[src/g7u8_pkg.sv]
`default_nettype none
// ----------------------------------------------------------------------------
// g7u8_pkg
// Shared types, constants and lookup tables for the GSM 7-bit to UTF-8
// transcoder.
// ----------------------------------------------------------------------------
package g7u8_pkg;

  localparam int unsigned CHAR_W      = 8;
  localparam int unsigned BYTE_W      = 8;
  localparam int unsigned MAX_BYTES   = 4;
  localparam int unsigned BIDX_W      = $clog2(MAX_BYTES);
  localparam int unsigned QUEUE_DEPTH = 2;
  localparam int unsigned QPTR_W      = $clog2(QUEUE_DEPTH);
  localparam int unsigned QCNT_W      = $clog2(QUEUE_DEPTH + 1);

  localparam logic [CHAR_W-1:0] ESC_CODE  = 8'h1B;
  localparam logic [CHAR_W-1:0] EURO_CODE = 8'h65;
  localparam logic [BYTE_W-1:0] NBSP_LEAD = 8'hC2;
  localparam logic [BYTE_W-1:0] NBSP_TAIL = 8'hA0;
  localparam logic [BYTE_W-1:0] EURO_B0   = 8'hE2;
  localparam logic [BYTE_W-1:0] EURO_B1   = 8'h82;
  localparam logic [BYTE_W-1:0] EURO_B2   = 8'hAC;
  localparam logic [BYTE_W-1:0] ERR_BYTE  = 8'h00;

  // One queued request: up to four bytes in output order (entry 0 first).
  typedef struct packed {
    logic [MAX_BYTES-1:0][BYTE_W-1:0] bytes;
    logic [BIDX_W-1:0]                last_idx;
    logic                             msg_end;
    logic                             bad;
  } bundle_t;

  typedef struct packed {
    logic              hit;
    logic [BYTE_W-1:0] val;
  } ext_t;

  // Basic alphabet: two-byte entries carry the lead byte in [15:8].
  localparam logic [15:0] ROM_BASIC [128] = '{
    16'h0040, 16'hC2A3, 16'h0024, 16'hC2A5, 16'hC3A8, 16'hC3A9, 16'hC3B9, 16'hC3AC,
    16'hC3B2, 16'hC3A7, 16'h000A, 16'hC398, 16'hC3B8, 16'h000D, 16'hC385, 16'hC3A5,
    16'hCE94, 16'h005F, 16'hCEA6, 16'hCE93, 16'hCE9B, 16'hCEA9, 16'hCEA0, 16'hCEA8,
    16'hCEA3, 16'hCE98, 16'hCE9E, 16'hC2A0, 16'hC386, 16'hC3A6, 16'hC39F, 16'hC389,
    16'h0020, 16'h0021, 16'h0022, 16'h0023, 16'hC2A4, 16'h0025, 16'h0026, 16'h0027,
    16'h0028, 16'h0029, 16'h002A, 16'h002B, 16'h002C, 16'h002D, 16'h002E, 16'h002F,
    16'h0030, 16'h0031, 16'h0032, 16'h0033, 16'h0034, 16'h0035, 16'h0036, 16'h0037,
    16'h0038, 16'h0039, 16'h003A, 16'h003B, 16'h003C, 16'h003D, 16'h003E, 16'h003F,
    16'hC2A1, 16'h0041, 16'h0042, 16'h0043, 16'h0044, 16'h0045, 16'h0046, 16'h0047,
    16'h0048, 16'h0049, 16'h004A, 16'h004B, 16'h004C, 16'h004D, 16'h004E, 16'h004F,
    16'h0050, 16'h0051, 16'h0052, 16'h0053, 16'h0054, 16'h0055, 16'h0056, 16'h0057,
    16'h0058, 16'h0059, 16'h005A, 16'hC384, 16'hC396, 16'hC391, 16'hC39C, 16'hC2A7,
    16'hC2BF, 16'h0061, 16'h0062, 16'h0063, 16'h0064, 16'h0065, 16'h0066, 16'h0067,
    16'h0068, 16'h0069, 16'h006A, 16'h006B, 16'h006C, 16'h006D, 16'h006E, 16'h006F,
    16'h0070, 16'h0071, 16'h0072, 16'h0073, 16'h0074, 16'h0075, 16'h0076, 16'h0077,
    16'h0078, 16'h0079, 16'h007A, 16'hC3A4, 16'hC3B6, 16'hC3B1, 16'hC3BC, 16'hC3A0
  };

  // Single-byte extension set (the euro sign is handled separately).
  function automatic ext_t ext_single(input logic [CHAR_W-1:0] c);
    ext_t r;
    r.hit = 1'b1;
    unique case (c)
      8'h0A:   r.val = 8'h0C;
      8'h14:   r.val = 8'h5E;
      8'h28:   r.val = 8'h7B;
      8'h29:   r.val = 8'h7D;
      8'h2F:   r.val = 8'h5C;
      8'h3C:   r.val = 8'h5B;
      8'h3D:   r.val = 8'h7E;
      8'h3E:   r.val = 8'h5D;
      8'h40:   r.val = 8'h7C;
      default: begin
        r.hit = 1'b0;
        r.val = 8'h00;
      end
    endcase
    return r;
  endfunction

endpackage
`default_nettype wire

[src/gsm7_to_utf8_transcoder_unit.sv]
`default_nettype none
// ----------------------------------------------------------------------------
// gsm7_to_utf8_transcoder_unit
// Converts unpacked GSM 7-bit characters (default alphabet plus extension
// set) into a UTF-8 byte stream.
// ----------------------------------------------------------------------------
// Path: with the serializer idle, an accepted character is written into the
//   queue on the accepting edge and then loaded into the serializer register,
//   from which its first byte is presented.
// Throughput: the serializer sends one byte per cycle while out_tready is
//   high; a character yields 1..4 bytes, and characters with no output
//   (pending escape, dropped tail) push nothing into the queue.
// Reset: rst_n synchronous active low; clears escape/drop state, queue and
//   output valid.
// ----------------------------------------------------------------------------
module gsm7_to_utf8_transcoder_unit (
  input  wire logic       clk,
  input  wire logic       rst_n,
  // character input
  input  wire logic       in_tvalid,
  output logic            in_tready,
  input  wire logic [7:0] in_tdata,   // [7:0] char_code
  input  wire logic       in_tlast,   // msg_last
  // UTF-8 byte output
  output logic            out_tvalid,
  input  wire logic       out_tready,
  output logic [7:0]      out_tdata,  // [7:0] utf8_byte
  output logic            out_tlast,  // msg_end
  output logic [1:0]      out_tuser   // [0] run_end, [1] bad_input
);

  g7u8_pkg::bundle_t push_data, head;
  logic              push, pop, q_empty, q_full;

  // Front: classifies each character; ready whenever the queue has room.
  g7u8_front u_front (
    .clk       (clk),
    .rst_n     (rst_n),
    .in_tvalid (in_tvalid),
    .in_tready (in_tready),
    .in_tdata  (in_tdata),
    .in_tlast  (in_tlast),
    .q_full    (q_full),
    .q_push    (push),
    .q_data    (push_data)
  );

  // Queue decouples input stalls from output stalls.
  g7u8_queue u_queue (
    .clk       (clk),
    .rst_n     (rst_n),
    .push      (push),
    .push_data (push_data),
    .pop       (pop),
    .head      (head),
    .empty     (q_empty),
    .full      (q_full)
  );

  // Back: serializes each bundle one byte per cycle while out_tready is high.
  g7u8_back u_back (
    .clk        (clk),
    .rst_n      (rst_n),
    .q_head     (head),
    .q_empty    (q_empty),
    .q_pop      (pop),
    .out_tvalid (out_tvalid),
    .out_tready (out_tready),
    .out_tdata  (out_tdata),
    .out_tlast  (out_tlast),
    .out_tuser  (out_tuser)
  );

endmodule
`default_nettype wire

[src/g7u8_front.sv]
`default_nettype none
// ----------------------------------------------------------------------------
// g7u8_front
// Accepts characters, tracks escape and drop state, and turns each character
// into a bundle of up to four UTF-8 bytes for the queue.
// ----------------------------------------------------------------------------
module g7u8_front (
  input  wire logic              clk,
  input  wire logic              rst_n,
  input  wire logic              in_tvalid,
  output logic                   in_tready,
  input  wire logic [7:0]        in_tdata,   // [7:0] char_code
  input  wire logic              in_tlast,   // msg_last
  input  wire logic              q_full,
  output logic                   q_push,
  output g7u8_pkg::bundle_t      q_data
);

  logic                                   esc_r, esc_nxt;
  logic                                   drop_r, drop_nxt;
  logic [g7u8_pkg::CHAR_W-1:0]            c;
  logic                                   accept;
  g7u8_pkg::ext_t                         ext;
  logic [15:0]                            rom_val;
  logic                                   do_fresh, prefix, direct, bad;
  logic [1:0]                             fcnt;
  logic [g7u8_pkg::BYTE_W-1:0]            fb0, fb1;
  logic [g7u8_pkg::MAX_BYTES-1:0][g7u8_pkg::BYTE_W-1:0] dbytes, bytes;
  logic [2:0]                             dcnt, n;

  assign c         = in_tdata[g7u8_pkg::CHAR_W-1:0];
  assign in_tready = !q_full;
  assign accept    = in_tvalid && in_tready;
  assign ext       = g7u8_pkg::ext_single(c);
  assign rom_val   = g7u8_pkg::ROM_BASIC[c[6:0]];

  always_comb begin
    esc_nxt  = esc_r;
    drop_nxt = drop_r;
    do_fresh = 1'b0;
    prefix   = 1'b0;
    direct   = 1'b0;
    bad      = 1'b0;
    dbytes   = '0;
    dcnt     = 3'd0;
    fcnt     = 2'd0;
    fb0      = '0;
    fb1      = '0;

    if (drop_r) begin
      if (in_tlast) drop_nxt = 1'b0;
    end else begin
      do_fresh = 1'b1;
      if (esc_r) begin
        esc_nxt = 1'b0;
        if (ext.hit) begin
          direct    = 1'b1;
          do_fresh  = 1'b0;
          dbytes[0] = ext.val;
          dcnt      = 3'd1;
        end else if (c == g7u8_pkg::EURO_CODE) begin
          direct    = 1'b1;
          do_fresh  = 1'b0;
          dbytes[0] = g7u8_pkg::EURO_B0;
          dbytes[1] = g7u8_pkg::EURO_B1;
          dbytes[2] = g7u8_pkg::EURO_B2;
          dcnt      = 3'd3;
        end else begin
          prefix = 1'b1;   // no-break space, then decode c as new
        end
      end

      if (do_fresh) begin
        if (c == g7u8_pkg::ESC_CODE) begin
          if (in_tlast) begin
            fb0  = g7u8_pkg::NBSP_LEAD;
            fb1  = g7u8_pkg::NBSP_TAIL;
            fcnt = 2'd2;
          end else begin
            esc_nxt = 1'b1;
          end
        end else if (c[7]) begin
          fb0      = g7u8_pkg::ERR_BYTE;
          fcnt     = 2'd1;
          bad      = 1'b1;
          drop_nxt = !in_tlast;
        end else if (rom_val[15:8] != 8'h00) begin
          fb0  = rom_val[15:8];
          fb1  = rom_val[7:0];
          fcnt = 2'd2;
        end else begin
          fb0  = rom_val[7:0];
          fcnt = 2'd1;
        end
      end
    end

    if (direct) begin
      bytes = dbytes;
      n     = dcnt;
    end else if (prefix) begin
      bytes = {fb1, fb0, g7u8_pkg::NBSP_TAIL, g7u8_pkg::NBSP_LEAD};
      n     = 3'd2 + {1'b0, fcnt};
    end else begin
      bytes = {16'h0000, fb1, fb0};
      n     = {1'b0, fcnt};
    end
  end

  assign q_push           = accept && (n != 3'd0);
  assign q_data.bytes     = bytes;
  assign q_data.last_idx  = g7u8_pkg::BIDX_W'(n - 3'd1);
  assign q_data.msg_end   = in_tlast || bad;
  assign q_data.bad       = bad;

  always_ff @(posedge clk) begin
    if (!rst_n) begin
      esc_r  <= 1'b0;
      drop_r <= 1'b0;
    end else if (accept) begin
      esc_r  <= esc_nxt;
      drop_r <= drop_nxt;
    end
  end

endmodule
`default_nettype wire

[src/g7u8_queue.sv]
`default_nettype none
// ----------------------------------------------------------------------------
// g7u8_queue
// Short register queue of byte bundles between front and back.
// ----------------------------------------------------------------------------
module g7u8_queue (
  input  wire logic              clk,
  input  wire logic              rst_n,
  input  wire logic              push,
  input  wire g7u8_pkg::bundle_t push_data,
  input  wire logic              pop,
  output g7u8_pkg::bundle_t      head,
  output logic                   empty,
  output logic                   full
);

  localparam logic [g7u8_pkg::QPTR_W-1:0] PTR_LAST = g7u8_pkg::QPTR_W'(g7u8_pkg::QUEUE_DEPTH - 1);
  localparam logic [g7u8_pkg::QCNT_W-1:0] CNT_FULL = g7u8_pkg::QCNT_W'(g7u8_pkg::QUEUE_DEPTH);

  g7u8_pkg::bundle_t               mem_r [g7u8_pkg::QUEUE_DEPTH];
  logic [g7u8_pkg::QPTR_W-1:0]     wr_ptr_r, rd_ptr_r;
  logic [g7u8_pkg::QCNT_W-1:0]     cnt_r;
  logic                            do_push, do_pop;

  assign empty   = (cnt_r == '0);
  assign full    = (cnt_r == CNT_FULL);
  assign head    = mem_r[rd_ptr_r];
  assign do_push = push && !full;
  assign do_pop  = pop && !empty;

  always_ff @(posedge clk) begin
    if (do_push) mem_r[wr_ptr_r] <= push_data;
  end

  always_ff @(posedge clk) begin
    if (!rst_n) begin
      wr_ptr_r <= '0;
      rd_ptr_r <= '0;
      cnt_r    <= '0;
    end else begin
      if (do_push) wr_ptr_r <= (wr_ptr_r == PTR_LAST) ? '0 : wr_ptr_r + 1'b1;
      if (do_pop)  rd_ptr_r <= (rd_ptr_r == PTR_LAST) ? '0 : rd_ptr_r + 1'b1;
      if (do_push && !do_pop)      cnt_r <= cnt_r + 1'b1;
      else if (do_pop && !do_push) cnt_r <= cnt_r - 1'b1;
    end
  end

endmodule
`default_nettype wire

[src/g7u8_back.sv]
`default_nettype none
// ----------------------------------------------------------------------------
// g7u8_back
// Holds one bundle and sends its bytes out one per cycle as out_tready allows,
// loading the next bundle from the queue as the last byte goes or when empty.
// ----------------------------------------------------------------------------
module g7u8_back (
  input  wire logic              clk,
  input  wire logic              rst_n,
  input  wire g7u8_pkg::bundle_t q_head,
  input  wire logic              q_empty,
  output logic                   q_pop,
  output logic                   out_tvalid,
  input  wire logic              out_tready,
  output logic [7:0]             out_tdata,  // [7:0] utf8_byte
  output logic                   out_tlast,  // msg_end
  output logic [1:0]             out_tuser   // [0] run_end, [1] bad_input
);

  g7u8_pkg::bundle_t               cur_r;
  logic                            cur_vld_r;
  logic [g7u8_pkg::BIDX_W-1:0]     idx_r;
  logic                            fire, at_last;

  assign fire       = cur_vld_r && out_tready;
  assign at_last    = (idx_r == cur_r.last_idx);
  assign q_pop      = !q_empty && (!cur_vld_r || (fire && at_last));

  assign out_tvalid = cur_vld_r;
  assign out_tdata  = cur_r.bytes[idx_r];
  assign out_tlast  = at_last && cur_r.msg_end;
  assign out_tuser  = {at_last && cur_r.bad, at_last};

  always_ff @(posedge clk) begin
    if (q_pop) cur_r <= q_head;
  end

  always_ff @(posedge clk) begin
    if (!rst_n) begin
      cur_vld_r <= 1'b0;
      idx_r     <= '0;
    end else if (q_pop) begin
      cur_vld_r <= 1'b1;
      idx_r     <= '0;
    end else if (fire) begin
      if (at_last) cur_vld_r <= 1'b0;
      else         idx_r     <= idx_r + 1'b1;
    end
  end

`ifndef ASSERT_OFF
  // byte index never runs past the bundle length
  a_idx_range: assert property (@(posedge clk) disable iff (!rst_n)
    cur_vld_r |-> (idx_r <= cur_r.last_idx))
    else $error("byte index beyond bundle");

  // error result carries a zero byte and closes the message
  a_bad_zero: assert property (@(posedge clk) disable iff (!rst_n)
    (cur_vld_r && out_tuser[1]) |-> (out_tdata == g7u8_pkg::ERR_BYTE && out_tlast))
    else $error("error result malformed");

  // a stalled byte keeps its position in the bundle
  a_idx_hold: assert property (@(posedge clk) disable iff (!rst_n)
    (cur_vld_r && !out_tready) |=> (cur_vld_r && $stable(idx_r)))
    else $error("byte position moved under stall");
`endif

endmodule
`default_nettype wire
[config.mk]
export PLATFORM = sky130hd
export DESIGN_NAME = gsm7_to_utf8_transcoder_unit
export DESIGN_NICKNAME = d
export VERILOG_FILES = /design/src/g7u8_pkg.sv /design/src/gsm7_to_utf8_transcoder_unit.sv /design/src/g7u8_front.sv /design/src/g7u8_queue.sv /design/src/g7u8_back.sv
export SDC_FILE = /design/constraint.sdc
export NUM_CORES = 1
export LEC_CHECK = 0
export BUFFER_PORTS_ARGS = -buffer_cell sky130_fd_sc_hd__buf_4
export CAP_MARGIN = 15
export CORE_ASPECT_RATIO = 1.25
export CORE_MARGIN = 2
export CORE_UTILIZATION = 58
export CTS_CLUSTER_DIAMETER = 40
export CTS_CLUSTER_SIZE = 14
export DETAILED_ROUTE_END_ITERATION = 6
export PLACE_DENSITY = 0.84
export SETUP_SLACK_MARGIN = 0.2
export SLEW_MARGIN = 20
export SYNTH_ARGS = -nofsm -noshare
export SYNTH_HDL_FRONTEND = slang
export SYNTH_SLANG_ARGS = --single-unit
[constraint.sdc]
create_clock -name clk -period 8.8 [get_ports clk]
set_input_delay 2.64 -clock clk [delete_from_list [all_inputs] [get_ports clk]]
set_output_delay 2.64 -clock clk [all_outputs]
set_load 0.01 [all_outputs]
# Yosys cells after proc, flatten, opt, wreduce, memory -nomap -nowiden

Memory sizes are Yosys's and may differ from the RTL's. A register that Yosys moved wholly into a read port is not among the register bits.
Index checks and enable logic that the tools add are counted.

Bits in registers: 9
Input port bits: 13
Word-level logic and storage cells: 132
Latch bits: 0
ROM bits: 2,048
Output and inout bits: 13
RAM bits: 72
Memories: 2

Memory list:

| name             | depth | bits a word | rd ports | clocked after memory_dff | write ports | RTL line         | RTL |
|---|---|---|---|---|---|---|---|
| (name not given) | 128   | 16          | 1        | 0                        | 0           | g7u8_front.sv:35 | `assign rom_val = g7u8_pkg::ROM_BASIC[c[6:0]];` |
| u_queue.mem_r    | 2     | 36          | 1        | 1                        | 1           | g7u8_queue.sv:20 | `g7u8_pkg::bundle_t mem_r [g7u8_pkg::QUEUE_DEPTH];` |

Add/subtract/negate cells: 7
Reduce and logical (&&, ||, !) cells: 30
Bitwise logic cells: 4
Shift operators: 0
Mux-type cells: 67
Magnitude comparators: 2
Eq/ne operators: 13
Div/mod/pow operators: 0
$mul: 0

Operators with widths:

| cell                | number |
|---|---|
| $mux 8              | 14 |
| $mux 24             | 3 |
| $mux 32             | 2 |
| $pmux 7 s9          | 1 |
| $eq 8x6->1 const B  | 6 |
| $mux 16             | 3 |
| $mux 1              | 29 |
| $mux 2              | 10 |
| $bmux 8 s2          | 1 |
| $eq 8x5->1 const B  | 2 |
| $eq 8x7->1 const B  | 2 |
| $mux 3              | 4 |
| $logic_and 1x1->1   | 11 |
| $reduce_or 9->1     | 1 |
| $eq 8x4->1 const B  | 1 |
| $ge 8x8->1 const B  | 1 |
| $not 7->8           | 1 |
| $reduce_bool 8->1   | 1 |
| $logic_not 1->1     | 6 |
| $reduce_and 2->1    | 3 |
| $reduce_bool 2->1   | 3 |
| $add 2x1->2 const B | 2 |
| $sub 2x1->2 const B | 2 |
| $add 2x2->3 const A | 1 |
| 9 further kinds     | 13 |

# Longest topological paths before layout

Depth after elaboration: 20
Gate-level depth with buffers: 20
Mapped depth without buffers: 18

# Cells and area by module

A second synthesis with hierarchy kept.

Cell total of the unflattened synthesis: 493
Area total of the unflattened synthesis: 6,053.3 um2

By module, submodules not included:

| module     | cells each | seq. area each (um2) | times used | area an instance (um2) |
|---|---|---|---|---|
| g7u8_queue | 137        | 2,262.2              | 1          | 2,829.0 |
| g7u8_front | 282        | 40.0                 | 1          | 1,716.6 |
| g7u8_back  | 74         | 1,141.1              | 1          | 1,507.7 |

# Least setup slack after synthesis

No wires, ideal clock.

Path type: input -> register
From: input in_tdata[1]
To: memory u_queue.mem_r[0][0] (netlist name) (enable)
Cell stages on the path: 16
Buffers on the path: 1
Arrival: 7.637 ns
Data required time: 8.367 ns
Library setup time: 0.433 ns
Setup slack: 0.730 ns
Cell sequence: clkbuf_1 inv_1 ha_1 or3b_1 nor4_2 nor2_1 a221oi_2 nand2b_1 inv_1 ha_1 o22ai_1 ha_1 a21oi_1 nand2_1 o31ai_1 nor2b_1

Cells in the longest elaborated chain, start to end: 18
Elaborated cells on any way between the ends: 45
Classes of those cells: 1 x add/sub; 11 x eq/ne; 26 x mux; 1 x bitwise; 5 x reduce/logical; 1 x memory

RTL lines:

| item                                        | RTL line                           | RTL |
|---|---|---|
| start: declaration                          | gsm7_to_utf8_transcoder_unit.sv:22 | `input wire logic [7:0] in_tdata,` |
| $not 7->8 (not written as such)             | g7u8_front.sv:35                   |  |
| $mem_v2 128x16                              | n/a                                |  |
| $mux 16 (not written as such) (2 in series) | g7u8_front.sv:35                   |  |
| $reduce_bool 8->1                           | g7u8_front.sv:87                   | `end else if (rom_val[15:8] != 8'h00) begin` |
| $mux 2                                      | g7u8_front.sv:87                   |  |
| $mux 2                                      | g7u8_front.sv:82                   | `end else if (c[7]) begin` |
| $mux 2                                      | g7u8_front.sv:74                   | `if (c == g7u8_pkg::ESC_CODE) begin` |
| $mux 2                                      | g7u8_front.sv:73                   | `if (do_fresh) begin` |
| (+2 left out)                               | n/a                                |  |
| $mux 3                                      | g7u8_front.sv:101                  | `end else if (prefix) begin` |
| $mux 3 *                                    | g7u8_front.sv:98                   | `if (direct) begin` |
| $reduce_bool 3->1 *                         | g7u8_front.sv:110                  | `assign q_push = accept && (n != 3'd0);` |
| $logic_and 1x1->1 *                         | g7u8_front.sv:110                  |  |
| $logic_and 1x1->1 *                         | g7u8_queue.sv:28                   | `assign do_push = push && !full;` |
| named net u_queue.do_push                   | g7u8_queue.sv:23                   | `logic do_push, do_pop;` |
| $mux 1 *                                    | g7u8_queue.sv:32                   | `if (do_push) mem_r[wr_ptr_r] <= push_data;` |
| $mux 1 (not written as such) *              | g7u8_queue.sv:32                   |  |
| end: declaration                            | g7u8_queue.sv:20                   |  |

The timed path passes the listed nets; every way through them passes the cells marked *. The select of a mux whose other input is x is not followed.

# Worst setup path in the final report

From: input in_tdata[1]
To: memory u_queue.mem_r[0][23] (netlist name) (enable)

Same word-level chain as after synthesis.

==> impl_metrics.env <==
export IMPL_power_mw=1.994
export IMPL_ios=26
export IMPL_drtIter0Drc=392
export IMPL_cp_common_cell="ha_1"
export IMPL_ant_nets=0
export IMPL_seq_area_um2=3423
export IMPL_cts_tree="done"
export IMPL_max_stage_delay_ns=0.59
export IMPL_fmax_ghz=0.1369
export IMPL_design_area_um2=6960
export IMPL_synthCells=499
export IMPL_rsz0062_at_grt="no"
export IMPL_grt_usage=0.2648
export IMPL_place_gp_congestion=0.9833
export IMPL_clock_path_buffers=2
export IMPL_fillers=682
export IMPL_grt_ovfl_total=0
export IMPL_grt_pass1_wl_mm=22.52
export IMPL_path_clk_slew_ns=0.05
export IMPL_path_buf_inv=4
export IMPL_nNetsFinal=538
export IMPL_end_kind="flip-flop"
export IMPL_slew_violations=0
export IMPL_rows=41
export IMPL_wl_met2_mm=7.498
export IMPL_synth_edf_count=108
export IMPL_cts_resized_gates=0
export IMPL_critPathTopFamily="simple AND/OR/NAND/NOR gates"
export IMPL_drt_met1_wl_mm=5.420
export IMPL_ir_worst_vdd_uv=126.1
export IMPL_hold_viol=0
export IMPL_final_common_cell="edfxtp_1"
export IMPL_wl_met3_um=797
export IMPL_avgViaCountPerCell=6.553
export IMPL_fin_setup_tns_ns=0
export IMPL_dp_hpwl_mm=9.254
export IMPL_ys_top_cells_by_area="edfxtp_1, mux2_2, mux4_2, dfxtp_1, ha_1"
export IMPL_htreeDepth=4
export IMPL_die_y_um=118.9
export IMPL_cts_post_setup_buffers_inserted=0
export IMPL_antenna_found_initial=0
export IMPL_diodes=0
export IMPL_syn_area_um2=6127
export IMPL_r2r_start="u_front.drop_r"
export IMPL_finClkSkew_ns=0.006809
export IMPL_wire_per_inst_um=21.65
export IMPL_core_area_um2=10210
export IMPL_critPathKind="in -> reg"
export IMPL_fin_crit_ns=7.302
export IMPL_routed_via_count=4305
export IMPL_multi_input_area_um2=2492
export IMPL_areaGrowthSynthToFinish_pct=13.60
export IMPL_post_dp_cell_area_um2=6370
export IMPL_synth_cell_types=72
export IMPL_required_ns=8.84
export IMPL_dieArea_um2=11410
export IMPL_crit_path_cell_trace="buf_4 -> inv_1 -> ha_1 -> or3b_1 -> nor4_2 -> nor2_1 -> a221oi_2 -> nand2b_1 -> inv_1 -> ha_1 -> o22ai_1 -> ha_1 -> a21oi_1 -> nand2_1 -> o31ai_1 -> nor2b_2 -> buf_4"
export IMPL_r2r_end="u_queue.mem_r[0][23]"
export IMPL_whs_endpoint="u_queue.wr_ptr_r"
export IMPL_holdCritStartpoint="u_queue.wr_ptr_r"
export IMPL_drc_errors=0
export IMPL_synth_top_area_share=0.5293
export IMPL_cts_hold_buf=0
export IMPL_min_period_over_period=0.8298
export IMPL_numCtsBuffers=17
export IMPL_final_cell_mix="edfxtp_1, mux2_2, buf_4, nor2_1, nand2_1"
export IMPL_synth_seq_area_share=0.5587
export IMPL_ys_flop_type="edfxtp_1"
export IMPL_port_buffers=25
export IMPL_syn_nets=522
export IMPL_drive_gt1_frac=0.2254
export IMPL_crit_fanout=36
export IMPL_holdPathStages=2
export IMPL_syn_avg_cell_area_um2=12.28
export IMPL_critPathLaunchType="input port"
export IMPL_power_density_nw_per_um2=286.4
export IMPL_async_reset_ff_frac=0
export IMPL_maxUsedRoutingLayer="met4"
export IMPL_finalSetupViolCount=0
export IMPL_crit_arrival_ns=7.35
export IMPL_start_util=0.6002
export IMPL_clock_insertion_delay_worst_skew_ns=0.41
export IMPL_finalWorstSetupSlack_ns=1.498
export IMPL_die_x_um=95.93
export IMPL_status="complete, no violations"
export IMPL_dp_slack_ns=1.135
export IMPL_hp_class="reg -> reg"
export IMPL_drt_first_pass_iters=5
export IMPL_grt_max_degree=52
export IMPL_maxCapViolations=0
export IMPL_reg2reg_setup_slack_ns=4.92
export IMPL_synth_warnings=0
export IMPL_cts_root_buf="clkbuf_16"
export IMPL_synth_seq_cells=117
export IMPL_worstRegToRegCells=13
export IMPL_tightest_slew_ns=1.033
export IMPL_wl_mm=14.22
export IMPL_grt_pass1_vias=4302
export IMPL_crit_path_top_delay_cell="a221oi_2"
export IMPL_synth_top_area_cell="edfxtp_1"
export IMPL_p_leak_nw=2.462
export IMPL_maxSlewHeadroom=0.3049
export IMPL_cts_sinks=117
-- Yosys cell counts (all sizes together), types with 4 or more instances --
cell	instances
nor4	10
nor2b	9
mux4	9
and3	4
a31oi	6
mux2i	8
o211ai	7
o21a	5
a2111oi	4
edfxtp	108
xor2	5
nor3b	5
inv	14
nor2	29
o21ai	23
o22ai	4
dfxtp	9
clkbuf	20
buf	15
or2	6
nand3	12
nand2b	12
mux2	36
a21oi	15
and2	8
ha	10
nand2	26
nor3	15
-- per-stage QoR --
step / hold slack, ns / utilization / instances
after floorplan: 0.4514 / - / 499
after detailed placement: 0.4855 / 0.6240 / 624
after CTS: 0.4927 / 0.6799 / 656
final: 0.4931 / 0.6818 / 657
after global routing: 0.5280 / 0.6818 / 657
after global placement: 0.4726 / 0.6240 / 624
-- state kept, by name, summed over array words and instances (netlist names) --
| signal | cells |
|---|---|
| u_front.drop_r | 1 |
| u_back.idx_r | 2 |
| u_queue.cnt_r | 2 |
| u_queue.rd_ptr_r | 1 |
| u_front.esc_r | 1 |
| u_back.out_tvalid | 1 |
| u_queue.wr_ptr_r | 1 |
| u_back.cur_r | 36 |
| u_queue.mem_r | 72 |
-- worst register-to-register path: stages, from the launching register on --
cell and delay (ns):
dfxtp_1 0.62, inv_1 0.17, nand2_1 0.31, nor3_1 0.11, nand2b_1 0.27, inv_1 0.08, ha_1 0.28, o22ai_1 0.06
ha_1 0.20, a21oi_1 0.18, nand2_1 0.07, o31ai_1 0.49, nor2b_2 0.23, buf_4 0.43
-- logic make-up (layout without fill, tap and decap cells) --
| logic type | after synthesis | count (layout) | share of synthesized area |
|---|---|---|---|
| simple gates | 153 | 153 | 0.1356 |
| flops | 117 | 117 | 0.5587 |
| compound gates | 107 | 107 | 0.1254 |
| mux | 53 | 53 | 0.1123 |
| buf+inv | 51 | 80 | 0.03614 |
| fa+ha+maj | 10 | 10 | 0.02042 |
| xor+xnor | 8 | 8 | 0.01144 |
-- final cells by class --
cell class,instances,share of cell area
Timing Repair Buffer,32,0.03631
Clock inverter,14,0.02031
Clock buffer,18,0.06166
Sequential cell,117,0.4918
Tap cell,129,0.02319
Multi-Input combinational cell,331,0.3581
Inverter,16,0.008628
-- routing by layer --
| layer | vias to the layer above | track usage |
|---|---|---|
| li1 | 1960 | - |
| met1 | 2096 | 0.3192 |
| met2 | 204 | 0.4502 |
| met3 | 45 | 0.05566 |
| met4 | 0 | 0.1161 |
| met5 | - | 0 |
-- worst max-delay path by stage --
stage                            from  cells after the start                   end  slack [ns]
after detailed placement  in_tdata[1]                     17  u_queue.mem_r[0][28]        1.14
after global routing      in_tdata[1]                     17  u_queue.mem_r[0][32]        1.16
after floorplan           in_tdata[1]                     16   u_queue.mem_r[0][0]        0.73
after global placement    in_tdata[1]                     17  u_queue.mem_r[0][12]        1.32
final                     in_tdata[1]                     17  u_queue.mem_r[0][23]        1.50
after CTS                 in_tdata[1]                     17  u_queue.mem_r[0][32]        1.55
-- where the power goes --
part / leakage [nW] / switching [mW] / internal [mW] / total (mW)
Clock: 0.281 / 0.225 / 0.436 / 0.660
Sequential: 1.11 / 0.0519 / 0.816 / 0.868
Combinational: 1.07 / 0.256 / 0.210 / 0.466
Note: power is estimated with default switching activity, not from simulation.
